**config.mk**
```make
export PLATFORM = sky130hd
export DESIGN_NAME = vaxr_angle_prep
export DESIGN_NICKNAME = d
export VERILOG_FILES = /design/src/sv/vaxr_pkg.sv /design/src/sv/vaxr_angle_prep.sv
export SDC_FILE = /design/constraint.sdc
export NUM_CORES = 1
export LEC_CHECK = 0
export BUFFER_PORTS_ARGS = -buffer_cell sky130_fd_sc_hd__clkbuf_2
export CORE_MARGIN = 3
export CORE_UTILIZATION = 58
export DETAILED_ROUTE_END_ITERATION = 8
export MAX_ROUTING_LAYER = met4
export PLACE_DENSITY = 0.79
export RECOVER_POWER = 100
export SYNTH_ARGS = -nofsm -noshare
export SYNTH_HDL_FRONTEND = slang
export SYNTH_SLANG_ARGS = --single-unit
```
**constraint.sdc**
```tcl
create_clock -name i_clk -period 7.9 [get_ports i_clk]
set_clock_uncertainty 0.15 [all_clocks]
set_input_delay 0.79 -clock i_clk [delete_from_list [all_inputs] [get_ports i_clk]]
set_output_delay 0.79 -clock i_clk [all_outputs]
set_load 0.005 [all_outputs]
```
**src/sv/vaxr_pkg.sv**
```systemverilog
// Shared types, constants and the arctangent table of the axis rotation block.
`default_nettype none

package vaxr_pkg;

    localparam int CORDIC_STAGES = 16;
    localparam int FRAC_BITS     = 16;

    localparam int TAB_LEN = 30;
    localparam int TAB_W   = $clog2(TAB_LEN);
    localparam int COMP_W  = 32;
    localparam int ANG_W   = 26;
    localparam int CW      = 34;
    localparam int COEF_W  = 32;
    localparam int PROD_W  = COMP_W + COEF_W;
    localparam int DEG_W   = 27;

    localparam int PREP_LAT = 7;
    localparam int OUT_LAT  = 3;
    localparam int LAT      = PREP_LAT + CORDIC_STAGES + OUT_LAT;

    localparam logic signed [CW-1:0]     CORDIC_GAIN = CW'(652032874);
    localparam logic [DEG_W-1:0]         DEG_TO_RAD  = DEG_W'(74961321);
    localparam logic signed [COEF_W-1:0] ONE_Q30     = COEF_W'(1 << 30);

    typedef enum logic [1:0] {
        KIND_ROLL  = 2'd0,
        KIND_YAW   = 2'd1,
        KIND_PITCH = 2'd2,
        KIND_PASS  = 2'd3
    } t_kind;

    typedef logic signed [COMP_W-1:0] t_comp;
    typedef logic signed [CW-1:0]     t_cw;
    typedef logic signed [COEF_W-1:0] t_coef;
    typedef logic [TAB_W-1:0]         t_stage;

    typedef struct packed {
        t_kind kind;
        t_comp x;
        t_comp y;
        t_comp z;
        logic  neg_sin;
        logic  neg_cos;
    } t_side;

    // atan(2^-i) in radians, Q2.30
    function automatic t_cw atan_q30(input t_stage idx);
        t_cw v;
        case (idx)
            5'd0:    v = CW'(32'h3243F6A8);
            5'd1:    v = CW'(32'h1DAC6705);
            5'd2:    v = CW'(32'h0FADBAFC);
            5'd3:    v = CW'(32'h07F56EA6);
            5'd4:    v = CW'(32'h03FEAB76);
            5'd5:    v = CW'(32'h01FFD55B);
            5'd6:    v = CW'(32'h00FFFAAA);
            5'd7:    v = CW'(32'h007FFF55);
            5'd8:    v = CW'(32'h003FFFEA);
            5'd9:    v = CW'(32'h001FFFFD);
            5'd10:   v = CW'(32'h000FFFFF);
            5'd11:   v = CW'(32'h0007FFFF);
            5'd12:   v = CW'(32'h0003FFFF);
            5'd13:   v = CW'(32'h0001FFFF);
            5'd14:   v = CW'(32'h0000FFFF);
            5'd15:   v = CW'(32'h00007FFF);
            5'd16:   v = CW'(32'h00003FFF);
            5'd17:   v = CW'(32'h00001FFF);
            5'd18:   v = CW'(32'h00000FFF);
            5'd19:   v = CW'(32'h000007FF);
            5'd20:   v = CW'(32'h000003FF);
            5'd21:   v = CW'(32'h000001FF);
            5'd22:   v = CW'(32'h000000FF);
            5'd23:   v = CW'(32'h0000007F);
            5'd24:   v = CW'(32'h0000003F);
            5'd25:   v = CW'(32'h0000001F);
            5'd26:   v = CW'(32'h0000000F);
            5'd27:   v = CW'(32'h00000008);
            5'd28:   v = CW'(32'h00000004);
            5'd29:   v = CW'(32'h00000002);
            default: v = '0;
        endcase
        return v;
    endfunction

endpackage

`default_nettype wire

```
**src/sv/vaxr_angle_prep.sv**
```systemverilog
// Angle reduction to the first quadrant and conversion to Q2.30 radians.
`default_nettype none

module vaxr_angle_prep import vaxr_pkg::*; (
    input  wire logic                    i_clk,
    input  wire logic                    i_rst_n,
    input  wire logic                    i_valid,
    input  wire t_side                   i_side,
    input  wire logic signed [ANG_W-1:0] i_angle,
    output logic                         o_valid,
    output t_cw                          o_x,
    output t_cw                          o_y,
    output t_cw                          o_z,
    output t_side                        o_side
);

    localparam logic [63:0] TURN64 = 64'd360 << FRAC_BITS;
    localparam int TURN_W = FRAC_BITS + 9;
    localparam int QUAR_W = FRAC_BITS + 7;
    localparam logic [TURN_W-1:0] TURN    = TURN_W'(TURN64);
    localparam logic [TURN_W-1:0] HALF    = TURN_W'(TURN64 >> 1);
    localparam logic [TURN_W-1:0] QUARTER = TURN_W'(TURN64 >> 2);
    // reciprocal of one turn, scaled by 2^ANG_W; the quotient estimate is low by at most one
    localparam logic [63:0] RECIP64 = (64'd1 << ANG_W) / TURN64;
    localparam int RECIP_W = $clog2(RECIP64 + 64'd1) + 1;
    localparam logic [RECIP_W-1:0] RECIP = RECIP_W'(RECIP64);
    localparam int MAG_W = ANG_W;
    localparam int MP_W  = MAG_W + RECIP_W;
    localparam int W2    = ((MAG_W > RECIP_W + TURN_W) ? MAG_W : RECIP_W + TURN_W) + 1;
    localparam int REM_W = TURN_W + 1;
    localparam int RAD_W = QUAR_W + DEG_W;
    localparam int RND_W = RAD_W + 1;
    localparam int Z_W   = RND_W - (FRAC_BITS + 2);

    logic [PREP_LAT-1:0] r_vld;
    t_side               r_side [PREP_LAT];

    logic [MAG_W-1:0]   r_amag1;
    logic [RECIP_W-1:0] r_q1;
    logic [REM_W-1:0]   r_rem2;
    logic [TURN_W-1:0]  r_u3;
    logic [TURN_W-1:0]  r_mag4;
    logic [QUAR_W-1:0]  r_fold5;
    logic [RAD_W-1:0]   r_rad6;
    logic [Z_W-1:0]     r_z7;

    logic signed [ANG_W:0] n_aext;
    logic signed [ANG_W:0] n_aabs;
    logic [MP_W-1:0]       n_mp;
    logic [W2-1:0]         n_diff;
    logic [TURN_W-1:0]     n_u;
    logic [TURN_W-1:0]     n_mag;
    logic                  n_neg_sin;
    logic [QUAR_W-1:0]     n_fold;
    logic                  n_neg_cos;
    logic [RND_W-1:0]      n_rnd;
    t_side                 n_side0;
    t_side                 n_side3;
    t_side                 n_side4;

    always_comb begin
        n_aext = {i_angle[ANG_W-1], i_angle};
        n_aabs = i_angle[ANG_W-1] ? -n_aext : n_aext;
        n_mp   = MP_W'(n_aabs[MAG_W-1:0]) * MP_W'(RECIP);

        n_side0         = i_side;
        n_side0.neg_sin = i_angle[ANG_W-1];
        n_side0.neg_cos = 1'b0;

        n_diff = W2'(r_amag1) - W2'(W2'(r_q1) * W2'(TURN));

        n_u = (r_rem2 >= REM_W'(TURN)) ? TURN_W'(r_rem2 - REM_W'(TURN))
                                       : r_rem2[TURN_W-1:0];

        // wrap into (-half, half]; the stored sign so far is the sign of the angle
        if (!r_side[2].neg_sin && (r_u3 > HALF)) begin
            n_mag     = TURN - r_u3;
            n_neg_sin = 1'b1;
        end else if (r_side[2].neg_sin && (r_u3 >= HALF)) begin
            n_mag     = TURN - r_u3;
            n_neg_sin = 1'b0;
        end else begin
            n_mag     = r_u3;
            n_neg_sin = r_side[2].neg_sin && (r_u3 != '0);
        end

        n_side3         = r_side[2];
        n_side3.neg_sin = n_neg_sin;

        if (r_mag4 > QUARTER) begin
            n_fold    = QUAR_W'(HALF - r_mag4);
            n_neg_cos = 1'b1;
        end else begin
            n_fold    = QUAR_W'(r_mag4);
            n_neg_cos = 1'b0;
        end

        n_side4         = r_side[3];
        n_side4.neg_cos = n_neg_cos;

        n_rnd = RND_W'(r_rad6) + (RND_W'(1) << (FRAC_BITS + 1));
    end

    always_ff @(posedge i_clk) begin
        if (!i_rst_n) begin
            r_vld <= '0;
        end else begin
            r_vld <= {r_vld[PREP_LAT-2:0], i_valid};
        end
    end

    always_ff @(posedge i_clk) begin
        r_side[0] <= n_side0;
        r_amag1   <= n_aabs[MAG_W-1:0];
        r_q1      <= n_mp[MP_W-1:ANG_W];

        r_side[1] <= r_side[0];
        r_rem2    <= n_diff[REM_W-1:0];

        r_side[2] <= r_side[1];
        r_u3      <= n_u;

        r_side[3] <= n_side3;
        r_mag4    <= n_mag;

        r_side[4] <= n_side4;
        r_fold5   <= n_fold;

        r_side[5] <= r_side[4];
        r_rad6    <= RAD_W'(r_fold5) * RAD_W'(DEG_TO_RAD);

        r_side[6] <= r_side[5];
        r_z7      <= n_rnd[RND_W-1:FRAC_BITS+2];
    end

    assign o_valid = r_vld[PREP_LAT-1];
    assign o_side  = r_side[PREP_LAT-1];
    assign o_x     = CORDIC_GAIN;
    assign o_y     = '0;
    assign o_z     = $signed(CW'(r_z7));

endmodule

`default_nettype wire

```
==> results.ini <==
[synthesis]
synth_top_flop_cell = dfxtp_1
synth_cell_type_count = 63
synth_edf_count = 0
synth_common_cells = dfxtp_1, inv_1, ha_1
yosys_warnings = 0
yosysSeqAreaShare = 0.575
synth_area_per_cell_um2 = 13.0
yosys-top-cells-area = dfxtp_1, fa_1, ha_1
synth.cell_area_um2 = 31100
async_flop_share = 0
yosys.area.top_type = dfxtp_1
synth.most_common_cell = dfxtp_1
synth_top_area_share = 0.575
ys_seq_elements = 894
syn_inst = 2387

[layout]
seq_area_um2 = 17900
drive_gt1_frac = 0.111
final_core_util = 0.676
nNetsFinal = 3325
nFillCells = 3777
multi_input_area_um2 = 11500
area_growth_pct = 14.6
num_antenna_cells = 0

[critical_path]
cp.required_ns = 8.23
path_max_fanout = 7
startpoint_type = flop
cp-startpoint = r_fold5[6]
arrival_ns = 7.78
timing.rr.end = r_rad6[45]
reg2reg_depth = 22
r2r-start = r_fold5[6]
rrSetupSlack_ns = 0.44
endpoint = r_rad6[45]
crit_type = flop to flop
cp-end-kind = flop

[clock_tree]
cts_tree = yes
ctsRootBufferMaster = clkbuf_16
cts_sinks = 894
cts.path.max_buffers = 3
htree_num_levels = 3
clk-insertion-delay-late_ns = 0.64
ctsResizeCount = 0
cts_setup_buffers = 0
cts.hold.buffers_added = 0
clkTransAtPathRegs_ns = 0.07
numCtsBuffers = 79

[timing]
rsz0062_at_grt = false
finalSetupViolCount = 0
worst_pin_slew_ns = 1.08
holdWs_ns = 0.0903
setup_tns_ns = 0
fmax_mhz = 134
slew_violations = 0
final-hold-violation-count = 0
fin_crit_ns = 7.46
period_share = 0.944
slew_headroom = 0.282

[global_route]
first_global_vias = 18136
grt_pass1_wl_um = 93300
grt_max_degree = 28
track_usage = 0.217
antenna_found_initial = 0
grt-ovfl-total = 0

[min_path]
min_path_type = primary input to flop
hold_path_depth = 1

[status]
status = complete, no violations

[die]
die_w_um = 238
die_area_um2 = 56400
core_area_um2 = 52800
die_h_um = 238
boundaryPins = 332
core.rowCount = 84
start_util = 0.589

[route]
drcViolationCount = 0
post_drt_via_cell_ratio = 4.76
ant_nets = 0
routedWlPerCell_um = 16.7
drt_wl_total_um = 58200
drt_pass1_iterations = 5
drt-initial-drc-count = 698
num_vias = 16554

[run]
timing.max_cap.violations = 0

[placement]
hpwl_um = 42700
gp_congestion = 0.972
portBuffers = 260

## worst max-delay path: stages (launching register included)
cell and delay (ns):
dfxtp_1 0.56, inv_1 0.15, fa_1 0.46, inv_1 0.16, fa_1 0.43, inv_1 0.09
fa_1 0.43, inv_1 0.09, fa_1 0.44, fa_1 0.48, fa_1 0.57, inv_1 0.06
fa_1 0.53, inv_1 0.04, ha_1 0.36, nand4_1 0.16, or2_2 0.37, or3_1 0.37
o32ai_1 0.31, o22ai_1 0.38, o21ai_1 0.39, a311oi_1 0.17, xnor2_1 0.16
## how the worst min path moves through the flow
stage	startpoint	slack [ns]	endpoint
floorplan	r_amag1[0]	0.16	r_rem2[0]
global placement	r_side[3][56]	0.16	r_side[4][56]
detailed placement	r_side[5][76]	0.16	r_side[6][76]
CTS	i_side[61]	0.05	r_side[0][61]
global route	i_side[36]	0.06	r_side[0][36]
finish	i_side[38]	0.09	r_side[0][38]
## cell usage in the layout, fill, tap and decap left out, types with 10 or more instances in the layout
master,instances
inv_1,364
buf_4,13
nand2_1,73
clkinv_2,12
a21oi_1,48
o21a_1,11
dfxtp_1,894
conb_1,69
nor2_1,44
ha_1,245
clkbuf_1,115
o31ai_1,13
a21o_1,15
clkbuf_16,79
nor2b_1,10
nor3_1,16
or4_1,10
xnor2_1,109
xor2_1,28
o21ai_0,46
clkbuf_2,156
fa_1,225
or3_1,13
clkbuf_8,15
nand3_1,27
nand2b_1,12
nand4_1,14
## metrics by stage
| step | worst slack [ns] | area [um^2] | cells |
|---|---|---|---|
| 2_1_floorplan | 1.21 | 31400 | 2454 |
| 3_3_place_gp | 0.586 | 33000 | 3333 |
| 3_5_place_dp | 0.496 | 33000 | 3333 |
| 4_1_cts | 0.438 | 35800 | 3477 |
| 5_1_grt | 0.125 | 35700 | 3477 |
| 6_report | 0.443 | 35700 | 3477 |
## kinds of logic (layout without fill, tap and decap cells)
logic type / count (synthesis) / in the layout / synth area share
mux: 2 / 2 / 0.000644
buf+inv: 447 / 782 / 0.0625
simple gates: 261 / 261 / 0.0435
xor+xnor: 137 / 137 / 0.0386
other cells: 2 / 69 / 0.000241
fa+ha+maj: 470 / 470 / 0.243
flops: 894 / 894 / 0.575
compound gates: 174 / 174 / 0.0357
## flip-flops by register name, summed over array words and instances, names as in the netlist
name     count
r_side     696
r_rad6      33
r_z7        33
r_rem2      26
r_amag1     25
r_mag4      25
r_u3        25
r_fold5     23
r_vld        7
r_q1         1
## layout make-up
class / instances / share of cell area
tap: 688 / 0.0241
inverter: 364 / 0.0383
multi-input combinational: 1113 / 0.321
timing repair buffer: 274 / 0.0357
clock inverter: 39 / 0.0160
clock buffer: 105 / 0.0624
sequential: 894 / 0.502
## metal layers
| metal | up-vias | global-route usage | part of all wire |
|---|---|---|---|
| li1 | 8053 | - | - |
| met1 | 8011 | 0.248 | 0.40 |
| met2 | 396 | 0.384 | 0.52 |
| met3 | 94 | 0.0475 | 0.056 |
| met4 | 0 | 0.0642 | 0.024 |
| met5 | - | - | 0 |
Power is not shown: default switching activity piles up to over one toggle a cycle in this logic, so the estimate is an artifact.
