==> src/sv/vaxr_pkg.sv <==
// Shared types, constants and the arctangent table of the axis rotation block.
`default_nettype none

package vaxr_pkg;

    localparam int CORDIC_STAGES = 16;
    localparam int FRAC_BITS     = 16;

    localparam int TAB_LEN = 30;
    localparam int TAB_W   = $clog2(TAB_LEN);
    localparam int COMP_W  = 32;
    localparam int ANG_W   = 26;
    localparam int CW      = 34;
    localparam int COEF_W  = 32;
    localparam int PROD_W  = COMP_W + COEF_W;
    localparam int DEG_W   = 27;

    localparam int PREP_LAT = 7;
    localparam int OUT_LAT  = 3;
    localparam int LAT      = PREP_LAT + CORDIC_STAGES + OUT_LAT;

    localparam logic signed [CW-1:0]     CORDIC_GAIN = CW'(652032874);
    localparam logic [DEG_W-1:0]         DEG_TO_RAD  = DEG_W'(74961321);
    localparam logic signed [COEF_W-1:0] ONE_Q30     = COEF_W'(1 << 30);

    typedef enum logic [1:0] {
        KIND_ROLL  = 2'd0,
        KIND_YAW   = 2'd1,
        KIND_PITCH = 2'd2,
        KIND_PASS  = 2'd3
    } t_kind;

    typedef logic signed [COMP_W-1:0] t_comp;
    typedef logic signed [CW-1:0]     t_cw;
    typedef logic signed [COEF_W-1:0] t_coef;
    typedef logic [TAB_W-1:0]         t_stage;

    typedef struct packed {
        t_kind kind;
        t_comp x;
        t_comp y;
        t_comp z;
        logic  neg_sin;
        logic  neg_cos;
    } t_side;

    // atan(2^-i) in radians, Q2.30
    function automatic t_cw atan_q30(input t_stage idx);
        t_cw v;
        case (idx)
            5'd0:    v = CW'(32'h3243F6A8);
            5'd1:    v = CW'(32'h1DAC6705);
            5'd2:    v = CW'(32'h0FADBAFC);
            5'd3:    v = CW'(32'h07F56EA6);
            5'd4:    v = CW'(32'h03FEAB76);
            5'd5:    v = CW'(32'h01FFD55B);
            5'd6:    v = CW'(32'h00FFFAAA);
            5'd7:    v = CW'(32'h007FFF55);
            5'd8:    v = CW'(32'h003FFFEA);
            5'd9:    v = CW'(32'h001FFFFD);
            5'd10:   v = CW'(32'h000FFFFF);
            5'd11:   v = CW'(32'h0007FFFF);
            5'd12:   v = CW'(32'h0003FFFF);
            5'd13:   v = CW'(32'h0001FFFF);
            5'd14:   v = CW'(32'h0000FFFF);
            5'd15:   v = CW'(32'h00007FFF);
            5'd16:   v = CW'(32'h00003FFF);
            5'd17:   v = CW'(32'h00001FFF);
            5'd18:   v = CW'(32'h00000FFF);
            5'd19:   v = CW'(32'h000007FF);
            5'd20:   v = CW'(32'h000003FF);
            5'd21:   v = CW'(32'h000001FF);
            5'd22:   v = CW'(32'h000000FF);
            5'd23:   v = CW'(32'h0000007F);
            5'd24:   v = CW'(32'h0000003F);
            5'd25:   v = CW'(32'h0000001F);
            5'd26:   v = CW'(32'h0000000F);
            5'd27:   v = CW'(32'h00000008);
            5'd28:   v = CW'(32'h00000004);
            5'd29:   v = CW'(32'h00000002);
            default: v = '0;
        endcase
        return v;
    endfunction

endpackage

`default_nettype wire

==> src/sv/vaxr_cordic_cell.sv <==
// One rotation-mode CORDIC iteration with its output register.
`default_nettype none

module vaxr_cordic_cell import vaxr_pkg::*; (
    input  wire logic   i_clk,
    input  wire logic   i_rst_n,
    input  wire t_stage i_stage,
    input  wire logic   i_valid,
    input  wire t_cw    i_x,
    input  wire t_cw    i_y,
    input  wire t_cw    i_z,
    input  wire t_side  i_side,
    output logic        o_valid,
    output t_cw         o_x,
    output t_cw         o_y,
    output t_cw         o_z,
    output t_side       o_side
);

    logic  r_valid;
    t_cw   r_x;
    t_cw   r_y;
    t_cw   r_z;
    t_side r_side;

    t_cw n_dx;
    t_cw n_dy;
    t_cw n_at;
    t_cw n_x;
    t_cw n_y;
    t_cw n_z;

    always_comb begin
        n_dx = i_y >>> i_stage;
        n_dy = i_x >>> i_stage;
        n_at = atan_q30(i_stage);
        // turn toward zero residual angle
        if (!i_z[CW-1]) begin
            n_x = i_x - n_dx;
            n_y = i_y + n_dy;
            n_z = i_z - n_at;
        end else begin
            n_x = i_x + n_dx;
            n_y = i_y - n_dy;
            n_z = i_z + n_at;
        end
    end

    always_ff @(posedge i_clk) begin
        if (!i_rst_n) begin
            r_valid <= 1'b0;
        end else begin
            r_valid <= i_valid;
        end
    end

    always_ff @(posedge i_clk) begin
        r_x    <= n_x;
        r_y    <= n_y;
        r_z    <= n_z;
        r_side <= i_side;
    end

    assign o_valid = r_valid;
    assign o_x     = r_x;
    assign o_y     = r_y;
    assign o_z     = r_z;
    assign o_side  = r_side;

endmodule

`default_nettype wire

==> config.mk <==
export PLATFORM = sky130hd
export DESIGN_NAME = vaxr_cordic_cell
export DESIGN_NICKNAME = d
export VERILOG_FILES = /design/src/sv/vaxr_pkg.sv /design/src/sv/vaxr_cordic_cell.sv
export SDC_FILE = /design/constraint.sdc
export NUM_CORES = 1
export LEC_CHECK = 0
export ABC_AREA = 1
export BUFFER_PORTS_ARGS = -buffer_cell sky130_fd_sc_hd__buf_2
export CAP_MARGIN = 20
export CORE_UTILIZATION = 45
export DETAILED_ROUTE_END_ITERATION = 8
export HOLD_SLACK_MARGIN = 0.06
export PLACE_DENSITY = 0.77
export SYNTH_ARGS = -nofsm -noshare
export SYNTH_HDL_FRONTEND = slang
export SYNTH_SLANG_ARGS = --single-unit
==> constraint.sdc <==
create_clock -name i_clk -period 5.71 [get_ports i_clk]
set_input_delay 1.142 -clock i_clk [delete_from_list [all_inputs] [get_ports i_clk]]
set_output_delay 1.142 -clock i_clk [all_outputs]
set_load 0.1 [all_outputs]
==> results of run 1 <==
per-stage QoR:
| stage | std cells | total power, W | hold WS [ps] | utilization (%) | setup slack, ps |
|---|---|---|---|---|---|
| finish | 3348 | 0.008286 | 725.8 | 55.89 | 635.7 |
| global route | 3348 | 0.008638 | 713.7 | 55.89 | 93.35 |
| CTS | 3347 | 0.008300 | 708.2 | 55.88 | 776.7 |
| detailed placement | 3310 | 0.006806 | 1246 | 53.71 | 244.6 |
| global placement | 3310 | 0.006789 | 1244 | 53.71 | 245.5 |
| floorplan | 2478 | 0.005839 | 1170 | - | 765.0 |
cell type report:
| class | instances | area [um2] | area share (%) |
|---|---|---|---|
| inverters | 191 | 716.9 | 3.696 |
| clock inverters | 7 | 122.6 | 0.6321 |
| repair buffers | 463 | 2532 | 13.05 |
| flip-flops and latches | 203 | 4064 | 20.95 |
| diodes | 1 | 2.502 | 0.01290 |
| multi-input cells | 1998 | 10760 | 55.47 |
| clock buffers | 30 | 631.9 | 3.257 |
| well taps | 455 | 569.3 | 2.935 |
Yosys cell counts, types with 4 or more instances:
library cell	number	area share, %
sky130_fd_sc_hd__buf_2	38	1.2
sky130_fd_sc_hd__nand3_2	13	0.81
sky130_fd_sc_hd__nand4_1	24	0.94
sky130_fd_sc_hd__xnor2_1	43	2.4
sky130_fd_sc_hd__xor2_1	123	6.7
sky130_fd_sc_hd__a21oi_2	5	0.27
sky130_fd_sc_hd__buf_1	16	0.38
sky130_fd_sc_hd__o211ai_1	8	0.38
sky130_fd_sc_hd__nor2_4	6	0.42
sky130_fd_sc_hd__a21boi_0	5	0.23
sky130_fd_sc_hd__a21o_1	11	0.52
sky130_fd_sc_hd__o21ai_0	86	2.7
sky130_fd_sc_hd__nand2_1	756	18
sky130_fd_sc_hd__a21oi_1	133	4.2
sky130_fd_sc_hd__o21a_1	13	0.61
sky130_fd_sc_hd__clkbuf_1	17	0.40
sky130_fd_sc_hd__nor2_2	9	0.35
sky130_fd_sc_hd__buf_4	9	0.42
sky130_fd_sc_hd__o2111ai_1	4	0.22
sky130_fd_sc_hd__nor3_1	12	0.38
sky130_fd_sc_hd__buf_6	6	0.42
sky130_fd_sc_hd__a31oi_1	15	0.59
sky130_fd_sc_hd__nand2_2	15	0.59
sky130_fd_sc_hd__ha_1	110	8.6
sky130_fd_sc_hd__nand3b_1	9	0.42
sky130_fd_sc_hd__nor2_1	184	4.3
sky130_fd_sc_hd__inv_1	179	4.2
sky130_fd_sc_hd__a32oi_1	4	0.22
sky130_fd_sc_hd__inv_2	11	0.26
sky130_fd_sc_hd__dfxtp_1	203	25
sky130_fd_sc_hd__nand3_1	377	12
sequential cells by signal, indices dropped and copies added, names as in the netlist:
signal	count
o_y	34
o_side	100
o_valid	1
o_z	34
o_x	34
layer usage:
layer	vias up	global-route usage, %	part of all wire [%]
met5	-	0	0.090
met4	8	11.63	3.4
met3	121	3.975	7.8
met2	841	58.27	49
met1	8341	40.69	40
li1	8985	-	-
power groups by stage:
stage	Combinational [W]	Clock, W	Sequential, W
finish	0.00495	0.00148	0.00186
global placement	0.00491	0	0.00188
detailed placement	0.00492	0	0.00189
floorplan	0.00142	0	0.00442
CTS	0.00493	0.00150	0.00186
global route	0.00519	0.00156	0.00189
path summary, 6_finish.rpt:
check | from | end | slack [ps] | cells past startpoint
max | i_stage[1] | o_x[27] | 640 | 29
min | i_side[42] | o_side[42] | 730 | 1
cells by family (layout without fill, tap and decap cells):
logic type | count (synthesis) | count (layout)
XOR/XNOR | 166 | 166
other | 0 | 1
buffers and inverters | 277 | 691
AO/OA/AOI/OAI | 303 | 303
AND/OR/NAND/NOR | 1416 | 1416
adder cells (fa/ha/maj) | 113 | 113
flip-flops | 203 | 203
layout by cell type (no fill, tap or decap), drive strengths merged, types with 89 or more instances in the layout:
cell	n
buf	463
a21oi	139
nor2	199
nand2	774
nand3	390
o21ai	89
ha	110
xor2	123
dfxtp	203
inv	190
worst max-delay path, delay by kind of cell:
kind	cells	cell delay [ps]
fa+ha+maj	2	570
compound gates	7	1350
buf+inv	4	580
xor+xnor	2	280
simple gates	14	1570
==> flow_summary.rst, run 1 <==
.. list-table::
   :header-rows: 1

   * - Metric
     - Value
   * - Result of the run
     - finished clean
   * - Worst endpoint data arrival time
     - 5520 ps
   * - Net Sw Frac
     - between 50% and 60%
   * - Count of flip-flops with a built-in enable after synthesis
     - 0
   * - Wire length of the first global-routing pass
     - between 90 and 100 mm
   * - Min-delay worst type
     - in -> reg
   * - Overall routed net length
     - 62.27 mm
   * - Crit share post-route
     - 88.87%
   * - Final Setup Violations
     - 0
   * - Std cell rows
     - 68
   * - Pwr dens
     - 427.1 nW/um2
   * - Main combinational cell family by area after synthesis
     - simple AND/OR/NAND/NOR gates
   * - Number of CTS-inserted buffers
     - 22
   * - CTS tree
     - yes
   * - Maximum number of pins on one net before global-route repair
     - 53
   * - Complex-gate fraction of the synthesized area
     - a little over a tenth
   * - # Post-CTS Setup Buffers
     - 0
   * - Tmin final
     - ~5100 ps
   * - Antenna violations before repair
     - 5
   * - Total of warnings raised by yosys
     - 0
   * - CTS root buf
     - sky130_fd_sc_hd__clkbuf_16
   * - Area share of and/or/nand/nor cells after synthesis
     - about two fifths
   * - Slowest cell delay on critical path
     - roughly 350 ps
   * - Share of the yosys chip area belonging to registers
     - 25.41%
   * - Final Hold Viols
     - 0
   * - Die height
     - 190.5 um
   * - Total routing resource utilization after global routing
     - about 33%
   * - Core Footprint
     - between 30000 and 40000 um2
   * - Number of max-cap violations
     - 0
   * - Pins Over Slew Limit
     - 0
   * - Portion of total power attributed to sequential cells
     - 22.4%
   * - Post-synthesis cell area
     - around 16000 um2
   * - Number of nets in the final layout
     - between 3k and 4k
   * - Average wire per standard cell
     - around 19 um
   * - Via count of the first global-routing pass
     - 17.02k
   * - Average size of a mapped cell
     - 6.453 um2
   * - Fmax achieved
     - 197.1 MHz
   * - Most common flop cell mapped by yosys
     - sky130_fd_sc_hd__dfxtp_1
   * - Setup tns final
     - 0 ps
   * - Crit-path slowest cell
     - sky130_fd_sc_hd__ha_1
   * - Post-route antenna net violation count
     - 0
   * - Cell count after synthesis
     - roughly 2.5k
   * - HPWL after detailed placement
     - 51.87 mm
   * - Die Outline Area
     - 36290 um2
   * - Required time at the endpoint of the critical path
     - 6160 ps
   * - Total of cells resized after clock tree synthesis
     - 0
   * - H-tree Lvls
     - 1
   * - Crit path capture type
     - flip-flop
   * - Final Instance Area
     - 19400 um2
   * - DRC violations left
     - 0
   * - Peak supply drop
     - around 0.57 mV
   * - Vias after detailed routing
     - about 18k
   * - Clk pin slew, worst setup/hold paths
     - around 60 ps
   * - X dimension of the die
     - 190.5 um
   * - Worst slew slack as a fraction of its limit
     - 51.44%
   * - Clock network fraction of design power
     - between 15 and 20%
   * - Setup repair after global routing missed its margin
     - no
   * - CP Class
     - in -> reg
   * - Share of layout cells above drive strength 1
     - between 15 and 20%
   * - Max Root-Sink Buffers
     - 3
   * - Slew at the pin closest to its max-slew limit
     - 725.8 ps
   * - Initial Util
     - between 40 and 50%
   * - Count of state elements after synthesis
     - 203
   * - Static leakage
     - about 10 nW
   * - GRT overflow
     - 0
   * - Share of the synthesized netlist area taken by xor and xnor gates
     - 9.092%
   * - Number of filler cells placed in the layout
     - ~3.5k
   * - Initial drt markers
     - 1476
   * - Maximum fanout count along the critical path
     - 52
   * - GPL Wtd Cong
     - around 1.0
   * - Share of synthesized cell area in full adder, half adder and majority cells
     - between 8 and 9%
   * - DR pass1 iterations
     - 6
   * - Power Internal
     - between 0.003 and 0.004 W
   * - Clk sink count
     - 203
   * - Post-DP Area
     - 18640 um2
   * - Syn nets
     - approximately 2.8k
   * - Layout area overhead
     - 21.32%
   * - Cts hold-fix bufs
     - 0
   * - Startpoint Class
     - input pin
   * - Switching power
     - between 0.004 and 0.005 W
   * - Detailed-route vias per instance
     - around 5.5
   * - Share of total power in combinational logic
     - between 50% and 60%
   * - Multiplexer fraction of the synthesized cell area
     - 0%
   * - Boundary Pins
     - 413
   * - Share of async-settable or async-resettable flops after synthesis
     - 0%
   * - Port Buffer Count
     - approximately 400
   * - Number of distinct standard cells referenced by the synthesized netlist
     - between 40 and 50
Power figures use the tool's default switching activity.
==> inputs of run 2 (changes only) <==
==> constraint.sdc (replaced) <==
create_clock -name i_clk -period 5.71 [get_ports i_clk]
set_input_delay 0.2855 -clock i_clk [delete_from_list [all_inputs] [get_ports i_clk]]
set_output_delay 0.2855 -clock i_clk [all_outputs]
set_load 0.1 [all_outputs]
==> flow_summary.rst, run 2 (synthesis gave the netlist of run 1 again) <==
.. list-table::
   :header-rows: 1

   * - Metric
     - Value
   * - Result of the run
     - finished clean
   * - Slew at the pin closest to its max-slew limit
     - 1047 ps (+320.9 ps)
   * - Total routing resource utilization after global routing
     - 32.74% (-0.16 points)
   * - Min-delay worst type
     - in -> reg
   * - CTS tree
     - yes
   * - Post-route antenna net violation count
     - 0 (unchanged)
   * - CP Class
     - in -> reg
   * - DR pass1 iterations
     - 5 (-1)
   * - Number of CTS-inserted buffers
     - 23 (+4.5%)
   * - Share of layout cells above drive strength 1
     - 18.05% (-1.5 points)
   * - Tmin final
     - 4612 ps (-462.8 ps)
   * - Number of cells in the design after placement
     - 3276 (-1.0%)
   * - Pins Over Slew Limit
     - 0 (unchanged)
   * - Maximum fanout count along the critical path
     - 51 (-1.9%)
   * - Cts hold-fix bufs
     - 102 (+102)
   * - Antenna violations before repair
     - 3 (-2)
   * - Initial drt markers
     - 1553 (+5.2%)
   * - Startpoint Class
     - input pin
   * - Slowest cell delay on critical path
     - 330 ps (-20 ps)
   * - Final Instance Area
     - 20170 um2 (+4.0%)
   * - Die height
     - 190.5 um (unchanged)
   * - DRC violations left
     - 0 (unchanged)
   * - Number of max-cap violations
     - 0 (unchanged)
   * - Fmax achieved
     - 216.8 MHz (+10%)
   * - Overall routed net length
     - 62.19 mm (-0.12%)
   * - Port Buffer Count
     - 412 (unchanged)
   * - Total of cells resized after clock tree synthesis
     - 0 (unchanged)
   * - Vias after detailed routing
     - 18.57k (+1.5%)
   * - Final Instance Count excl. Fillers
     - 3421 (+2.2%)
   * - Std cell rows
     - 68 (unchanged)
   * - Core Footprint
     - 34710 um2 (unchanged)
   * - Crit-path slowest cell
     - sky130_fd_sc_hd__ha_1
   * - Required time at the endpoint of the critical path
     - 6150 ps (about the same)
   * - Maximum number of pins on one net before global-route repair
     - 75 (+42%)
   * - Clk pin slew, worst setup/hold paths
     - 60 ps (about the same)
   * - Boundary Pins
     - 413 (unchanged)
   * - GRT overflow
     - 0 (unchanged)
   * - Worst endpoint data arrival time
     - 5050 ps (-470 ps)
   * - Initial Util
     - 46.06% (unchanged)
   * - Number of filler cells placed in the layout
     - 3328 (-4.0%)
   * - Max Root-Sink Buffers
     - 3 (unchanged)
   * - Die Outline Area
     - 36290 um2 (unchanged)
   * - Setup repair after global routing missed its margin
     - no
   * - Max reg flops
     - 100 (unchanged)
   * - Commonest cells after routing, fill and taps aside
     - sky130_fd_sc_hd__nand2_1, sky130_fd_sc_hd__buf_2, sky130_fd_sc_hd__nand3_1
   * - Launch point of the critical path
     - i_stage[1]
   * - Layout area overhead
     - 26.16%
   * - # Post-CTS Setup Buffers
     - 0 (unchanged)
   * - Final Hold Viols
     - 0 (unchanged)
   * - Worst slew slack as a fraction of its limit
     - 29.97% (-21 points)
   * - X dimension of the die
     - 190.5 um (unchanged)
   * - Via count of the first global-routing pass
     - 17.40k (+2.2%)
   * - Most frequent standard cell in the layout excluding fill and tap cells
     - sky130_fd_sc_hd__nand2_1
   * - Average wire per standard cell
     - 18.18 um (-2.3%)
   * - Crit path capture type
     - flip-flop
   * - Post-DP Area
     - 18360 um2 (-1.5%)
   * - Clk sink count
     - 203 (unchanged)
   * - Peak supply drop
     - 0.4650 mV (-18%)
   * - HPWL after detailed placement
     - 48.96 mm (-5.6%)
   * - H-tree Lvls
     - 1 (unchanged)
   * - CTS root buf
     - sky130_fd_sc_hd__clkbuf_16
   * - Final Setup Violations
     - 0 (unchanged)
   * - Final worst hold slack
     - 88.66 ps (-637.1 ps)
   * - Crit share post-route
     - 80.76% (-8.1 points)
   * - Setup tns final
     - 0 ps (unchanged)
   * - Static leakage
     - 10.50 nW (+2.6%)
   * - Pwr dens
     - 415.3 nW/um2 (-2.8%)
   * - Worst setup path endpoint
     - o_x[27]
   * - Detailed-route vias per instance
     - 5.428 (-0.67%)
   * - GPL Wtd Cong
     - 0.9599 (-4.7%)
   * - Wire length of the first global-routing pass
     - 93.15 mm (+0.30%)
   * - Number of nets in the final layout
     - 3271 (+2.2%)
## run 2: worst min path at each step
stage	cells past startpoint	from	end
6_report	2	i_x[0]	o_x[0]
5_1_grt	2	i_z[0]	o_z[0]
4_1_cts	2	i_x[0]	o_x[0]
3_5_place_dp	1	i_side[59]	o_side[59]
3_3_place_gp	1	i_side[55]	o_side[55]
2_1_floorplan	0	i_side[0]	o_side[0]
## run 2: power breakdown
part	internal (W)	switching, W
sequential	0.00177	0.0000970
combinational	0.000969	0.00400
clock	0.000923	0.000625
total	0.00366	0.00472
## run 2: area by class of cell
class | instances | area, um2 | area share, %
Sequential cell | 203 | 4064 | 20.15
Timing Repair Buffer | 531 | 3273 | 16.23
Inverter | 191 | 716.9 | 3.554
Tap cell | 455 | 569.3 | 2.822
Multi-Input combinational cell | 1998 | 10760 | 53.34
Clock buffer | 30 | 631.9 | 3.132
Clock inverter | 11 | 152.6 | 0.7567
Antenna cell | 2 | 5.005 | 0.02481
## run 2: worst max-delay path: cells and delay by family
kind | cells | cell delay, ps
AO/OA/AOI/OAI | 7 | 1360
XOR/XNOR | 2 | 390
adder cells (fa/ha/maj) | 2 | 550
buffers and inverters | 4 | 790
AND/OR/NAND/NOR | 14 | 1640
## run 2: stage by stage
| step | setup WS (ps) | util (%) | total power (W) |
|---|---|---|---|
| 5_1_grt | 570.2 | 58.11 | 0.008724 |
| 2_1_floorplan | 1621 | - | 0.005839 |
| 3_3_place_gp | 840.9 | 52.90 | 0.006733 |
| 3_5_place_dp | 711.5 | 52.90 | 0.006752 |
| 4_1_cts | 1194 | 58.10 | 0.008347 |
| 6_report | 1098 | 58.11 | 0.008378 |
## run 2: metal layers
layer  global-route usage [%]  vias up  part of all wire [%]
met5                        0        -                 0.027
met4                    14.09        2                   4.2
met3                    3.607      132                   6.6
met2                    58.00      808                    49
met1                    39.78     8505                    41
li1                         -     9122                     -
==> inputs of run 3 (changes only) <==
==> constraint.sdc (replaced) <==
create_clock -name i_clk -period 4.39 [get_ports i_clk]
set_input_delay 0.2195 -clock i_clk [delete_from_list [all_inputs] [get_ports i_clk]]
set_output_delay 0.2195 -clock i_clk [all_outputs]
set_load 0.1 [all_outputs]
==> flow_summary.rst, run 3 (synthesis gave the netlist of run 1 again) <==
.. list-table::
   :header-rows: 1

   * - Metric
     - Value
   * - Fmax achieved
     - around 240 MHz
   * - Static leakage
     - 11.04 nW (+5.2%)
   * - Share of layout cells above drive strength 1
     - 21.07% (+3.0 points)
   * - Die height
     - 190.5 um (unchanged)
   * - Number of cells in the design after placement
     - 3388 (+3.4%)
   * - Std cell rows
     - 68 (unchanged)
   * - Post-route antenna net violation count
     - 0 (unchanged)
   * - Post-DP Area
     - 19250 um2 (+4.9%)
   * - Vias after detailed routing
     - 19.02k (+2.4%)
   * - Commonest cells after routing, fill and taps aside
     - sky130_fd_sc_hd__nand2_1, sky130_fd_sc_hd__buf_2, sky130_fd_sc_hd__nand3_1
   * - Number of filler cells placed in the layout
     - 3368 (+1.2%)
   * - Result of the run
     - finished with violations
   * - Max reg flops
     - 100 (unchanged)
   * - Core Util, Final
     - 60.62% (+2.5 points)
   * - Number of nets in the final layout
     - 3385 (+3.5%)
   * - Total routing resource utilization after global routing
     - 35.68% (+2.9 points)
   * - Worst endpoint data arrival time
     - 4520 ps (-530 ps)
   * - Hold Path Cell Cnt
     - 2 (unchanged)
   * - Initial drt markers
     - 1482 (-4.6%)
   * - # Post-CTS Setup Buffers
     - 0 (unchanged)
   * - X dimension of the die
     - 190.5 um (unchanged)
   * - Min-delay worst type
     - in -> reg
   * - GRT overflow
     - 0 (unchanged)
   * - Number of CTS-inserted buffers
     - 21 (-8.7%)
   * - Final Setup Violations
     - 0 (unchanged)
   * - Max Root-Sink Buffers
     - 3 (unchanged)
   * - Average wire per standard cell
     - 18.85 um (+3.7%)
   * - Core Footprint
     - 34710 um2 (unchanged)
   * - Via count of the first global-routing pass
     - 18.34k (+5.4%)
   * - H-tree Lvls
     - 1 (unchanged)
   * - DRC violations left
     - 1 (+1)
   * - Most Frequent Cell on Critical Path
     - sky130_fd_sc_hd__nand2_1
   * - Pwr dens
     - 522.2 nW/um2 (+26%)
   * - Clk sink count
     - 203 (unchanged)
   * - Worst slew slack as a fraction of its limit
     - 45.88% (+16 points)
   * - Multi-input combinational cell area
     - 10780 um2 (+0.21%)
   * - Startpoint of the tightest hold check path
     - i_x[1]
   * - Most frequent standard cell in the layout excluding fill and tap cells
     - sky130_fd_sc_hd__nand2_1
   * - PnR Total Power
     - 0.01099 W (+31%)
   * - Layout area overhead
     - 31.60%
   * - Required time at the endpoint of the critical path
     - 4790 ps (-1360 ps)
   * - GPL Wtd Cong
     - 0.9701 (+1.1%)
   * - Overall routed net length
     - 66.59 mm (+7.1%)
   * - Boundary Pins
     - 413 (unchanged)
   * - Slew at the pin closest to its max-slew limit
     - 808.8 ps (-237.8 ps)
   * - Crit share post-route
     - 93.76%
   * - Setup tns final
     - 0 ps (unchanged)
   * - Sequential Area
     - 4064 um2 (unchanged)
   * - Crit-path slowest cell
     - sky130_fd_sc_hd__ha_1
   * - Final Instance Count excl. Fillers
     - 3533 (+3.3%)
   * - Tmin final
     - roughly 4000 ps
   * - Port Buffer Count
     - 412 (unchanged)
   * - Crit path capture type
     - flip-flop
   * - CTS tree
     - yes
   * - Startpoint Class
     - input pin
   * - CTS root buf
     - sky130_fd_sc_hd__clkbuf_16
   * - HPWL after detailed placement
     - 52.62 mm (+7.5%)
   * - Antenna violations before repair
     - 4 (+1)
   * - Final Instance Area
     - 21040 um2 (+4.3%)
   * - Maximum fanout count along the critical path
     - 45 (-12%)
   * - Peak supply drop
     - 0.6471 mV (+39%)
   * - Die Outline Area
     - 36290 um2 (unchanged)
   * - CP Class
     - in -> reg
   * - Final Hold Viols
     - 0 (unchanged)
   * - Maximum number of pins on one net before global-route repair
     - 46 (-39%)
   * - Detailed-route vias per instance
     - 5.384 (-0.81%)
   * - Failing checks
     - design-rule violations
   * - Number of max-cap violations
     - 0 (unchanged)
   * - DR pass1 iterations
     - 7 (+2)
   * - Initial Util
     - 46.06% (unchanged)
   * - Slowest cell delay on critical path
     - 340 ps (about the same)
   * - Clk pin slew, worst setup/hold paths
     - 60 ps (about the same)
   * - Pins Over Slew Limit
     - 0 (unchanged)
   * - Setup repair after global routing missed its margin
     - no
   * - Wire length of the first global-routing pass
     - 100.6 mm (+8.0%)
   * - Terminating pin of the worst hold path
     - o_x[1]
## run 3: cell count changes in the layout (fill, tap and decap cells not counted), moves of 3 or more
cell / before / now
sky130_fd_sc_hd__dlygate4sd3_1: 102 / 105
sky130_fd_sc_hd__buf_12: 5 / 9
sky130_fd_sc_hd__a21oi_2: 5 / 9
sky130_fd_sc_hd__a21oi_1: 133 / 129
sky130_fd_sc_hd__buf_4: 12 / 120
## run 3: how the worst max path moves through the flow
stage	start	endpoint	slack, ps	cells after the start
5_1_grt	i_stage[0]	o_x[27]	6	30
2_1_floorplan	i_stage[1]	o_z[27]	370	28
6_report	i_stage[0]	o_x[27]	270	30
3_3_place_gp	i_stage[0]	o_x[33]	-210	32
4_1_cts	i_stage[0]	o_x[33]	250	32
3_5_place_dp	i_stage[0]	o_x[33]	-260	32
## run 3: power by group
part           total (W)  internal, W  switching, W
sequential       0.00242      0.00230      0.000127
combinational    0.00672      0.00144       0.00528
clock            0.00185      0.00107      0.000781
## run 3: per-layer routing
metal / wire length (um) / GRT usage, % / vias to the layer above / part of all wire (%)
met3: 4385 / 5.024 / 176 / 6.6
li1: - / - / 9339 / -
met2: 32110 / 62.34 / 771 / 48
met1: 26710 / 42.45 / 8733 / 40
met4: 3377 / 17.97 / 2 / 5.1
met5: 13 / 0 / - / 0.020
## run 3: final cells by class
cell class	count	area share, %
multi-input cells	1998	51.24
repair buffers	647	20.01
flip-flops and latches	203	19.31
inverters	191	3.407
well taps	455	2.705
clock buffers	26	2.587
clock inverters	10	0.7016
diodes	3	0.03568
## run 3: critical path: cells and delay by family
kind            cells  cell delay (ps)
compound gates      4              660
xor+xnor            2              290
fa+ha+maj           2              530
buf+inv             4              540
simple gates       18             2200
## run 3: per-stage QoR
step           hold WS (ps)  setup WS (ps)
2_1_floorplan         247.2          367.5
3_3_place_gp          322.2         -208.5
3_5_place_dp          323.1         -259.3
4_1_cts               88.80          245.9
5_1_grt               91.44          6.003
6_report              74.32          274.0
## run 3: what timing repair did
item	in CTS	in global routing
hold buffers	105	0
resized for setup	0	9
endpoints found under the hold margin	104	0
endpoints found under the setup margin	0	8
